<file path="src/design/lkv_pkg.sv">
// Package for the LRU key-value store: command codes, field widths,
// sequencer state type and the controller-to-datapath command bundle.
// No dependencies.
package lkv_pkg;

    localparam int CMD_W = 3;
    localparam int CAP_W = 5;
    localparam int OCC_W = 5;

    localparam logic [CMD_W-1:0] CMD_GET      = 3'd0;
    localparam logic [CMD_W-1:0] CMD_PUT      = 3'd1;
    localparam logic [CMD_W-1:0] CMD_ERASE    = 3'd2;
    localparam logic [CMD_W-1:0] CMD_CONTAINS = 3'd3;
    localparam logic [CMD_W-1:0] CMD_CLEAR    = 3'd4;

    localparam logic [CAP_W-1:0] CAP_RESET = 5'd16;

    typedef enum logic [1:0] {
        S_IDLE,
        S_MATCH,
        S_UPDATE,
        S_DONE
    } t_state;

    typedef struct packed {
        logic load;     // capture the input beat
        logic match;    // run the associative compare
        logic update;   // apply the command to the entries
    } t_dp_ctrl;

endpackage

</file>
<file path="src/design/lkv_ctrl.sv">
// Sequencer for the LRU key-value store: steps each beat through
// capture, match, update and result hold. Depends on lkv_pkg.
module lkv_ctrl
    import lkv_pkg::*;
(
    input  logic     i_clk,
    input  logic     i_rst_n,
    input  logic     i_in_valid,
    output logic     o_in_ready,
    output logic     o_out_valid,
    input  logic     i_out_ready,
    output t_dp_ctrl o_dp
);

    t_state r_state;
    t_state n_state;

    always_ff @(posedge i_clk) begin
        if (!i_rst_n) begin
            r_state <= S_IDLE;
        end else begin
            r_state <= n_state;
        end
    end

    always_comb begin
        n_state = r_state;
        unique case (r_state)
            S_IDLE: begin
                if (i_in_valid) begin
                    n_state = S_MATCH;
                end
            end
            S_MATCH:  n_state = S_UPDATE;
            S_UPDATE: n_state = S_DONE;
            S_DONE: begin
                if (i_out_ready) begin
                    n_state = S_IDLE;
                end
            end
            default:  n_state = S_IDLE;
        endcase
    end

    always_comb begin
        o_in_ready  = 1'b0;
        o_out_valid = 1'b0;
        o_dp        = '0;
        unique case (r_state)
            S_IDLE: begin
                o_in_ready = 1'b1;
                o_dp.load  = i_in_valid;
            end
            S_MATCH:  o_dp.match  = 1'b1;
            S_UPDATE: o_dp.update = 1'b1;
            S_DONE:   o_out_valid = 1'b1;
            default: begin
            end
        endcase
    end

endmodule

</file>
<file path="src/design/lkv_datapath.sv">
// Datapath of the LRU key-value store: key CAM cells, recency ranks,
// valid bits, entry count, capacity register and the value memory.
// Depends on lkv_pkg.
module lkv_datapath
    import lkv_pkg::*;
#(
    parameter int ENTRIES    = 16,
    parameter int KEY_BITS   = 32,
    parameter int VALUE_BITS = 32
) (
    input  logic                  i_clk,
    input  logic                  i_rst_n,
    input  t_dp_ctrl              i_dp,
    input  logic [CMD_W-1:0]      i_cmd,
    input  logic [KEY_BITS-1:0]   i_key,
    input  logic [VALUE_BITS-1:0] i_value,
    input  logic                  i_cfg_we,
    input  logic [CAP_W-1:0]      i_cfg_data,
    output logic                  o_found,
    output logic [VALUE_BITS-1:0] o_read_value,
    output logic [OCC_W-1:0]      o_occupancy
);

    localparam int IDX_W = $clog2(ENTRIES);
    localparam int CNT_W = $clog2(ENTRIES + 1);
    localparam int CMP_W = (CNT_W > CAP_W) ? CNT_W : CAP_W;

    // request
    logic [CMD_W-1:0]      r_cmd;
    logic [KEY_BITS-1:0]   r_key;
    logic [VALUE_BITS-1:0] r_value;
    logic [CAP_W-1:0]      r_cap;

    // entry state
    logic [KEY_BITS-1:0]   r_keys  [ENTRIES];
    logic [VALUE_BITS-1:0] r_mem   [ENTRIES];
    logic [ENTRIES-1:0]    r_valid;
    logic [ENTRIES-1:0]    n_valid;
    logic [IDX_W-1:0]      r_rank  [ENTRIES];
    logic [IDX_W-1:0]      n_rank  [ENTRIES];
    logic [CNT_W-1:0]      r_count;
    logic [CNT_W-1:0]      n_count;

    // match results
    logic                  r_hit;
    logic [IDX_W-1:0]      r_hit_idx;
    logic [IDX_W-1:0]      r_hit_rank;
    logic [IDX_W-1:0]      r_free_idx;
    logic [IDX_W-1:0]      r_vic_idx;
    logic                  r_full;

    // result
    logic                  r_found;
    logic                  r_get_hit;
    logic [VALUE_BITS-1:0] r_rd_data;

    logic                  hit;
    logic [IDX_W-1:0]      hit_idx;
    logic [IDX_W-1:0]      hit_rank;
    logic [IDX_W-1:0]      free_idx;
    logic [IDX_W-1:0]      vic_idx;
    logic [CNT_W-1:0]      count_m1;
    logic [IDX_W-1:0]      last_rank;
    logic [CMP_W-1:0]      eff_cap;
    logic [CMP_W-1:0]      count_ext;

    logic                  touch_en;
    logic [IDX_W-1:0]      touch_idx;
    logic [IDX_W-1:0]      touch_rank;
    logic                  ins_en;
    logic                  erase_en;
    logic                  clear_en;
    logic                  key_we;
    logic [IDX_W-1:0]      key_idx;
    logic                  mem_we;
    logic [IDX_W-1:0]      mem_idx;
    logic                  found;

    assign count_m1  = r_count - CNT_W'(1);
    assign last_rank = count_m1[IDX_W-1:0];
    assign count_ext = CMP_W'(r_count);

    always_comb begin
        if (r_cap == '0) begin
            eff_cap = CMP_W'(1);
        end else if (CMP_W'(r_cap) > CMP_W'(ENTRIES)) begin
            eff_cap = CMP_W'(ENTRIES);
        end else begin
            eff_cap = CMP_W'(r_cap);
        end
    end

    // associative compare; keys are unique among valid entries
    always_comb begin
        hit      = 1'b0;
        hit_idx  = '0;
        hit_rank = '0;
        vic_idx  = '0;
        for (int i = 0; i < ENTRIES; i++) begin
            if (r_valid[i] && r_keys[i] == r_key) begin
                hit      = 1'b1;
                hit_idx  = hit_idx | IDX_W'(i);
                hit_rank = hit_rank | r_rank[i];
            end
            if (r_valid[i] && r_rank[i] == last_rank) begin
                vic_idx = vic_idx | IDX_W'(i);
            end
        end
    end

    always_comb begin
        free_idx = '0;
        for (int i = ENTRIES - 1; i >= 0; i--) begin
            if (!r_valid[i]) begin
                free_idx = IDX_W'(i);
            end
        end
    end

    always_ff @(posedge i_clk) begin
        if (i_dp.load) begin
            r_cmd   <= i_cmd;
            r_key   <= i_key;
            r_value <= i_value;
        end
        if (i_dp.match) begin
            r_hit      <= hit;
            r_hit_idx  <= hit_idx;
            r_hit_rank <= hit_rank;
            r_free_idx <= free_idx;
            r_vic_idx  <= vic_idx;
            r_full     <= count_ext >= eff_cap;
        end
    end

    always_ff @(posedge i_clk) begin
        if (!i_rst_n) begin
            r_cap <= CAP_RESET;
        end else if (i_cfg_we) begin
            r_cap <= i_cfg_data;
        end
    end

    // command decode for the update step
    always_comb begin
        touch_en = 1'b0;
        ins_en   = 1'b0;
        erase_en = 1'b0;
        clear_en = 1'b0;
        mem_we   = 1'b0;
        found    = 1'b0;
        case (r_cmd)
            CMD_GET: begin
                touch_en = r_hit;
                found    = r_hit;
            end
            CMD_PUT: begin
                touch_en = r_hit | r_full;
                ins_en   = !r_hit && !r_full;
                mem_we   = 1'b1;
                found    = r_hit;
            end
            CMD_ERASE: begin
                erase_en = r_hit;
                found    = r_hit;
            end
            CMD_CONTAINS: found = r_hit;
            CMD_CLEAR:    clear_en = 1'b1;
            default: begin
            end
        endcase
        touch_en   = touch_en & i_dp.update;
        ins_en     = ins_en & i_dp.update;
        erase_en   = erase_en & i_dp.update;
        clear_en   = clear_en & i_dp.update;
        mem_we     = mem_we & i_dp.update;
        touch_idx  = r_hit ? r_hit_idx : r_vic_idx;
        touch_rank = r_hit ? r_hit_rank : last_rank;
        key_we     = (touch_en && !r_hit) || ins_en;
        key_idx    = ins_en ? r_free_idx : r_vic_idx;
        mem_idx    = r_hit ? r_hit_idx : (r_full ? r_vic_idx : r_free_idx);
    end

    always_comb begin
        n_count = r_count;
        for (int i = 0; i < ENTRIES; i++) begin
            n_valid[i] = r_valid[i];
            n_rank[i]  = r_rank[i];
            if (touch_en) begin
                if (IDX_W'(i) == touch_idx) begin
                    n_rank[i] = '0;
                end else if (r_valid[i] && r_rank[i] < touch_rank) begin
                    n_rank[i] = r_rank[i] + IDX_W'(1);
                end
            end
            if (ins_en) begin
                if (IDX_W'(i) == r_free_idx) begin
                    n_valid[i] = 1'b1;
                    n_rank[i]  = '0;
                end else if (r_valid[i]) begin
                    n_rank[i] = r_rank[i] + IDX_W'(1);
                end
            end
            if (erase_en) begin
                if (IDX_W'(i) == r_hit_idx) begin
                    n_valid[i] = 1'b0;
                    n_rank[i]  = '0;
                end else if (r_valid[i] && r_rank[i] > r_hit_rank) begin
                    n_rank[i] = r_rank[i] - IDX_W'(1);
                end
            end
            if (clear_en) begin
                n_valid[i] = 1'b0;
                n_rank[i]  = '0;
            end
        end
        if (ins_en) begin
            n_count = r_count + CNT_W'(1);
        end else if (erase_en) begin
            n_count = count_m1;
        end else if (clear_en) begin
            n_count = '0;
        end
    end

    always_ff @(posedge i_clk) begin
        if (!i_rst_n) begin
            r_valid <= '0;
            r_count <= '0;
            for (int i = 0; i < ENTRIES; i++) begin
                r_rank[i] <= '0;
            end
        end else begin
            r_valid <= n_valid;
            r_count <= n_count;
            for (int i = 0; i < ENTRIES; i++) begin
                r_rank[i] <= n_rank[i];
            end
        end
    end

    always_ff @(posedge i_clk) begin
        for (int i = 0; i < ENTRIES; i++) begin
            if (key_we && key_idx == IDX_W'(i)) begin
                r_keys[i] <= r_key;
            end
        end
    end

    // value memory: one write port, one registered read port
    always_ff @(posedge i_clk) begin
        if (mem_we) begin
            r_mem[mem_idx] <= r_value;
        end
        if (i_dp.update) begin
            r_rd_data <= r_mem[r_hit_idx];
        end
    end

    always_ff @(posedge i_clk) begin
        if (i_dp.update) begin
            r_found   <= found;
            r_get_hit <= (r_cmd == CMD_GET) && r_hit;
        end
    end

    assign o_found      = r_found;
    assign o_read_value = r_get_hit ? r_rd_data : '0;
    assign o_occupancy  = count_ext[OCC_W-1:0];

endmodule

</file>
<file path="src/design/lru_key_value_store.sv">
// Top level of the LRU key-value store: stream ports, beat packing,
// sequencer and datapath. Depends on lkv_pkg, lkv_ctrl, lkv_datapath.
//
// Fully associative key-value store with least-recently-used replacement.
// Each input beat carries a command in s_axis_tuser (0 get, 1 put, 2 erase,
// 3 contains, 4 clear) with key and value in s_axis_tdata, and yields one
// output beat with key_found, read_value and occupancy. Beats are handled
// one at a time: an item steps through capture, parallel key match, update
// of ranks and value memory, and result, and the result is held until
// m_axis_tready; the next beat is taken in the cycle after the result is
// delivered. The value memory read port sets the update-to-result step. The
// capacity register resets to 16; 0 acts as 1 and values above ENTRIES act
// as ENTRIES. It may be written only while no beat is in flight.
module lru_key_value_store
    import lkv_pkg::*;
#(
    parameter int ENTRIES    = 16,
    parameter int KEY_BITS   = 32,
    parameter int VALUE_BITS = 32
) (
    input  logic                  i_clk,
    input  logic                  i_rst_n,
    input  logic                  s_axis_tvalid,
    output logic                  s_axis_tready,
    // lookup_key, write_value, zero pad
    input  logic [((KEY_BITS + VALUE_BITS + 7) / 8) * 8 - 1:0] s_axis_tdata,
    // cmd
    input  logic [CMD_W-1:0]      s_axis_tuser,
    output logic                  m_axis_tvalid,
    input  logic                  m_axis_tready,
    // key_found, read_value, occupancy, zero pad
    output logic [((VALUE_BITS + OCC_W + 8) / 8) * 8 - 1:0] m_axis_tdata,
    input  logic                  i_cfg_wr_en,
    input  logic [CAP_W-1:0]      i_cfg_wr_data
);

    t_dp_ctrl              dp_ctrl;
    logic                  found;
    logic [VALUE_BITS-1:0] read_value;
    logic [OCC_W-1:0]      occupancy;

    lkv_ctrl u_ctrl (
        .i_clk       (i_clk),
        .i_rst_n     (i_rst_n),
        .i_in_valid  (s_axis_tvalid),
        .o_in_ready  (s_axis_tready),
        .o_out_valid (m_axis_tvalid),
        .i_out_ready (m_axis_tready),
        .o_dp        (dp_ctrl)
    );

    lkv_datapath #(
        .ENTRIES    (ENTRIES),
        .KEY_BITS   (KEY_BITS),
        .VALUE_BITS (VALUE_BITS)
    ) u_datapath (
        .i_clk        (i_clk),
        .i_rst_n      (i_rst_n),
        .i_dp         (dp_ctrl),
        .i_cmd        (s_axis_tuser),
        .i_key        (s_axis_tdata[KEY_BITS-1:0]),
        .i_value      (s_axis_tdata[KEY_BITS+VALUE_BITS-1:KEY_BITS]),
        .i_cfg_we     (i_cfg_wr_en),
        .i_cfg_data   (i_cfg_wr_data),
        .o_found      (found),
        .o_read_value (read_value),
        .o_occupancy  (occupancy)
    );

    always_comb begin
        m_axis_tdata                                    = '0;
        m_axis_tdata[0]                                 = found;
        m_axis_tdata[VALUE_BITS:1]                      = read_value;
        m_axis_tdata[VALUE_BITS+OCC_W:VALUE_BITS+1]     = occupancy;
    end

endmodule
</file>
<file path="config.mk">
export PLATFORM = sky130hd
export DESIGN_NAME = lru_key_value_store
export DESIGN_NICKNAME = d
export VERILOG_FILES = /design/src/design/lkv_pkg.sv /design/src/design/lkv_ctrl.sv /design/src/design/lkv_datapath.sv /design/src/design/lru_key_value_store.sv
export SDC_FILE = /design/constraint.sdc
export NUM_CORES = 2
export LEC_CHECK = 0
export BUFFER_PORTS_ARGS = -buffer_cell sky130_fd_sc_hd__buf_2
export CAP_MARGIN = 15
export CORE_UTILIZATION = 41
export CTS_CLUSTER_DIAMETER = 200
export CTS_CLUSTER_SIZE = 12
export DETAILED_ROUTE_END_ITERATION = 7
export PLACE_DENSITY = 0.6
export SETUP_SLACK_MARGIN = 0.2
export SYNTH_ARGS = -nofsm -noshare
export SYNTH_HDL_FRONTEND = slang
export SYNTH_SLANG_ARGS = --single-unit
</file>
<file path="constraint.sdc">
create_clock -name i_clk -period 6.3 [get_ports i_clk]
set_clock_uncertainty 0.1 [all_clocks]
set_input_delay 1.26 -clock i_clk [delete_from_list [all_inputs] [get_ports i_clk]]
set_output_delay 1.26 -clock i_clk [all_outputs]
set_load 0.1 [all_outputs]
</file>
==> impl_metrics.toml <==
[drt]
drt_iter0_drc = 3242
dr.pass1.iters = 6
drtAntennaViolNets = 0
wl_per_cell_um = 26.59
totalWireLength_mm = 153.0
drc = 0
dr_total_vias = 33340
avgViaCountPerCell = 5.793

[clocking]
cts_tree = "built"
cts_hold_buf = 0
cts_resized = 0
ctsRootBufferMaster = "clkbuf_16"
worstSkewPairLatency_ns = 0.74
clock_path_buffers = 3
numClockSinks = 1235
cts_setup_buffers = 0
cts_buffers = 112
htreeDepth = 3
clkSlewWorstSetupHoldPaths_ns = 0.07

[power]
power_density_nw_per_um2 = 338.9
sw_frac_of_total_pct = 31.23
switchingPower_uw = 6614
seqPwrFrac_pct = 48.3
internal_power_uw = 14560
p_leak_uw = 0.02090
max-vdd-ir-drop_uv = 289.7
p_comb_share_pct = 22.6
clockPowerShare_pct = 29.1
p_total_uw = 21180

[logic_synthesis]
syn_area_um2 = 56130
synth_cells = 3779
seq_area_frac_synth_pct = 64.43
synth.area.mux_share_pct = 6.930
synth.area.top_cells = "edfxtp_1 (61%), xor2_1 (6.8%), mux4_2 (6.4%), ha_1 (3.5%), dfxtp_1 (3.3%)"
synth_xor_area_share_pct = 9.406
ys.flop_type = "edfxtp_1"
yosys.area_share.simple_pct = 7.846
avgSynthCellArea_um2 = 14.85
synth-compound-area-share_pct = 5.905
synthAdderAreaFrac_pct = 3.455
synth_top_area_share_pct = 61.15
synth-edff-count = 1143
yosysTopAreaCell = "edfxtp_1"
synthArstFlopShare_pct = 0
yosysWarnings = 0
synth.ff_latch_count = 1235
synth_cell_types = 80
synth_top_family_by_area = "XOR/XNOR gates"

[final_layout]
finalNetCount = 4171
antenna_cells = 0
layout.cells.non_filler = 5756
layout-drive-gt1-share_pct = 15.19
syn2layout_area_growth_pct = 11.32

[grt]
grt_pass1_wl_mm = 224.7
grt.met3_usage_pct = 3.375
use_met2_pct = 34.96
antenna_found_initial = 6
grt_max_degree = 130
grt_overflow_total = 0
track_usage_pct = 22.12
grt_pass1_vias = 32900
use_met1_pct = 30.55
busiest_layer = "met2"

[timing]
worst_pin_slew_ns = 1.241
slew_headroom_pct = 16.95
finalHoldViolations = 0
finalSetupTns_ns = 0
rsz0062_at_grt = "false"
hold_ws_ns = 0.3996
slew_viol_final = 0
fmax_ghz = 0.2381
finalCritPeriodShare_pct = 66.68
setup_viol = 0
fin_crit_ns = 4.201

[floorplanning]
io_pins = 119
die_h_um = 372.0
core_region_area_um2 = 135600
initial_utilization_pct = 41.38
dieArea_um2 = 138400
die_w_um = 372.0
rows = 135

[place]
dp_hpwl_mm = 94.74
placed_cells = 5606
port_buffers = 116
routabilityCongestion = 0.9482

[job]
cap_viol_max_count = 0

[critical_path]
crit_type = "reg -> reg"
start_kind = "flop"
critPathMaxFanout = 18
end_kind = "flop"
r2r_cells = 13
crit_required_ns = 6.87
arrival_ns = 4.77

[outcome]
status = "completed"

[hold_path]
min_path_type = "reg -> reg"
worstHoldPathCells = 0
[cell families after synthesis]
kind of cell / count (synthesis)
and+or+nand+nor: 838
buffers and inverters: 273
xor gates and xnor gates: 602
AOI/OAI and AO/OA: 487
DFF: 1235
other: 1
adders and majority gates: 155
muxes: 188
[worst paths after layout]
kind                                                              from                                  end  slack, ns
worst max-delay path            u_datapath.o_occupancy[1]$_SDFFE_PN0P_  u_datapath.r_rank[1][13]$_SDFF_PP0_       2.10
worst min-delay path                     u_datapath.r_key[7]$_DFFE_PP_  u_datapath.r_keys[1][231]$_DFFE_PP_       0.40
worst max register to register  u_datapath.o_occupancy[1]$_SDFFE_PN0P_  u_datapath.r_rank[1][13]$_SDFF_PP0_       2.10
worst min register to register           u_datapath.r_key[7]$_DFFE_PP_  u_datapath.r_keys[1][231]$_DFFE_PP_       0.40
[power by group through the flow]
stage | Sequential (uW) | Combinational (uW) | Clock, uW
floorplan | 10200 | 3170 | 0
detailed placement | 10400 | 4780 | 0
global route | 10300 | 5090 | 6550
finish | 10200 | 4780 | 6170
global placement | 10400 | 4750 | 0
CTS | 10200 | 4800 | 6300
[metal layers]
metal  vias to the layer above  part of all wire, %
met1                     17020                   43
met5                         -                0.024
met4                         6                  3.8
met3                       304                  6.3
li1                      14740                    -
met2                      1268                   46
[synthesized netlist by cell type (28+ instances only)]
library cell,n
and2_1,42
dfxtp_1,92
nand2b_1,37
nand2_1,122
nor3_1,99
nor2b_1,42
nand3_1,72
a21oi_1,99
nor2_1,166
xor2_1,439
nand4_1,70
inv_1,68
mux4_2,160
a31oi_1,28
buf_2,79
xnor2_1,162
edfxtp_1,1143
o21a_1,34
o21ai_0,99
nor4_1,108
ha_1,155
clkbuf_1,105
[worst max-delay path, cell delays in order (launching register included)]
cell and delay, ns:
dfxtp_1 0.49, inv_1 0.08, ha_1 0.28, buf_4 0.34
nor2_1 0.09, a21oi_2 0.79, ha_1 0.39, nor3_1 0.21
nor2_1 0.06, a311oi_1 0.60, a21o_1 0.18, mux2i_1 0.08
o32a_1 0.34, nor2_1 0.08
[per-stage QoR]
stage                     setup slack (ns)  area [um2]  util [%]
final                                2.099       62490     46.07
after global routing                 1.763       62490     46.07
after CTS                            2.161       62490     46.07
after detailed placement             2.189       59420     43.81
after global placement               2.218       59420     43.81
after floorplan                     0.6678       56140         -
[layout by cell type, fill, tap and decap left out, types with 9 or more instances in the layout]
cell       Yosys  routed
nand3_1       72      72
xnor2_1      162     161
and2_1        42      41
nor2_4         0      18
clkbuf_16      0     113
or4_1         12      12
mux2i_1       23      22
o21ai_0       99      99
o21a_1        34      34
nor4_1       108     107
a221oi_1      21      21
edfxtp_1    1143    1143
a211oi_1      22      21
mux4_2       160     160
xor2_1       439     439
nor2b_1       42      42
o31a_1         9       9
buf_2         79     117
clkbuf_1     105      31
a31oi_1       28      28
or2_2         10      10
and3_1        14      14
buf_4          3     124
a21o_1        16      16
dfxtp_1       92      92
nor2_2         0      16
nor2_1       166     132
o22ai_1       21      21
inv_1         68      68
o211ai_1      24      24
a22o_1        17      17
nor3_1        99      95
nand4_1       70      70
nand2_1      122     122
ha_1         155     154
a21oi_1       99      98
nand2b_1      37      37
buf_12         0       9
[sequential cells by signal, indices dropped and copies added (netlist names), 4 cells and up]
signal and flops:
u_datapath.r_hit_rank 4, u_datapath.r_free_idx 4, u_datapath.r_cap 5, u_datapath.r_valid 16, u_datapath.r_mem 512, u_datapath.r_keys 512
u_datapath.r_hit_idx 4, u_datapath.r_rank 64, u_datapath.o_occupancy 5, u_datapath.r_value 32, u_datapath.r_rd_data 32, u_datapath.r_key 32
u_datapath.r_vic_idx 4
[layout make-up]
type	instances	area, um2
fillers	11640	73150
flip-flops and latches	1235	36160
multi-input cells	2272	19080
clock buffers	144	2944
well taps	1781	2228
repair buffers	250	1697
inverters	68	255.2
clock inverters	6	117.6
Power figures use the tool's default switching activity.
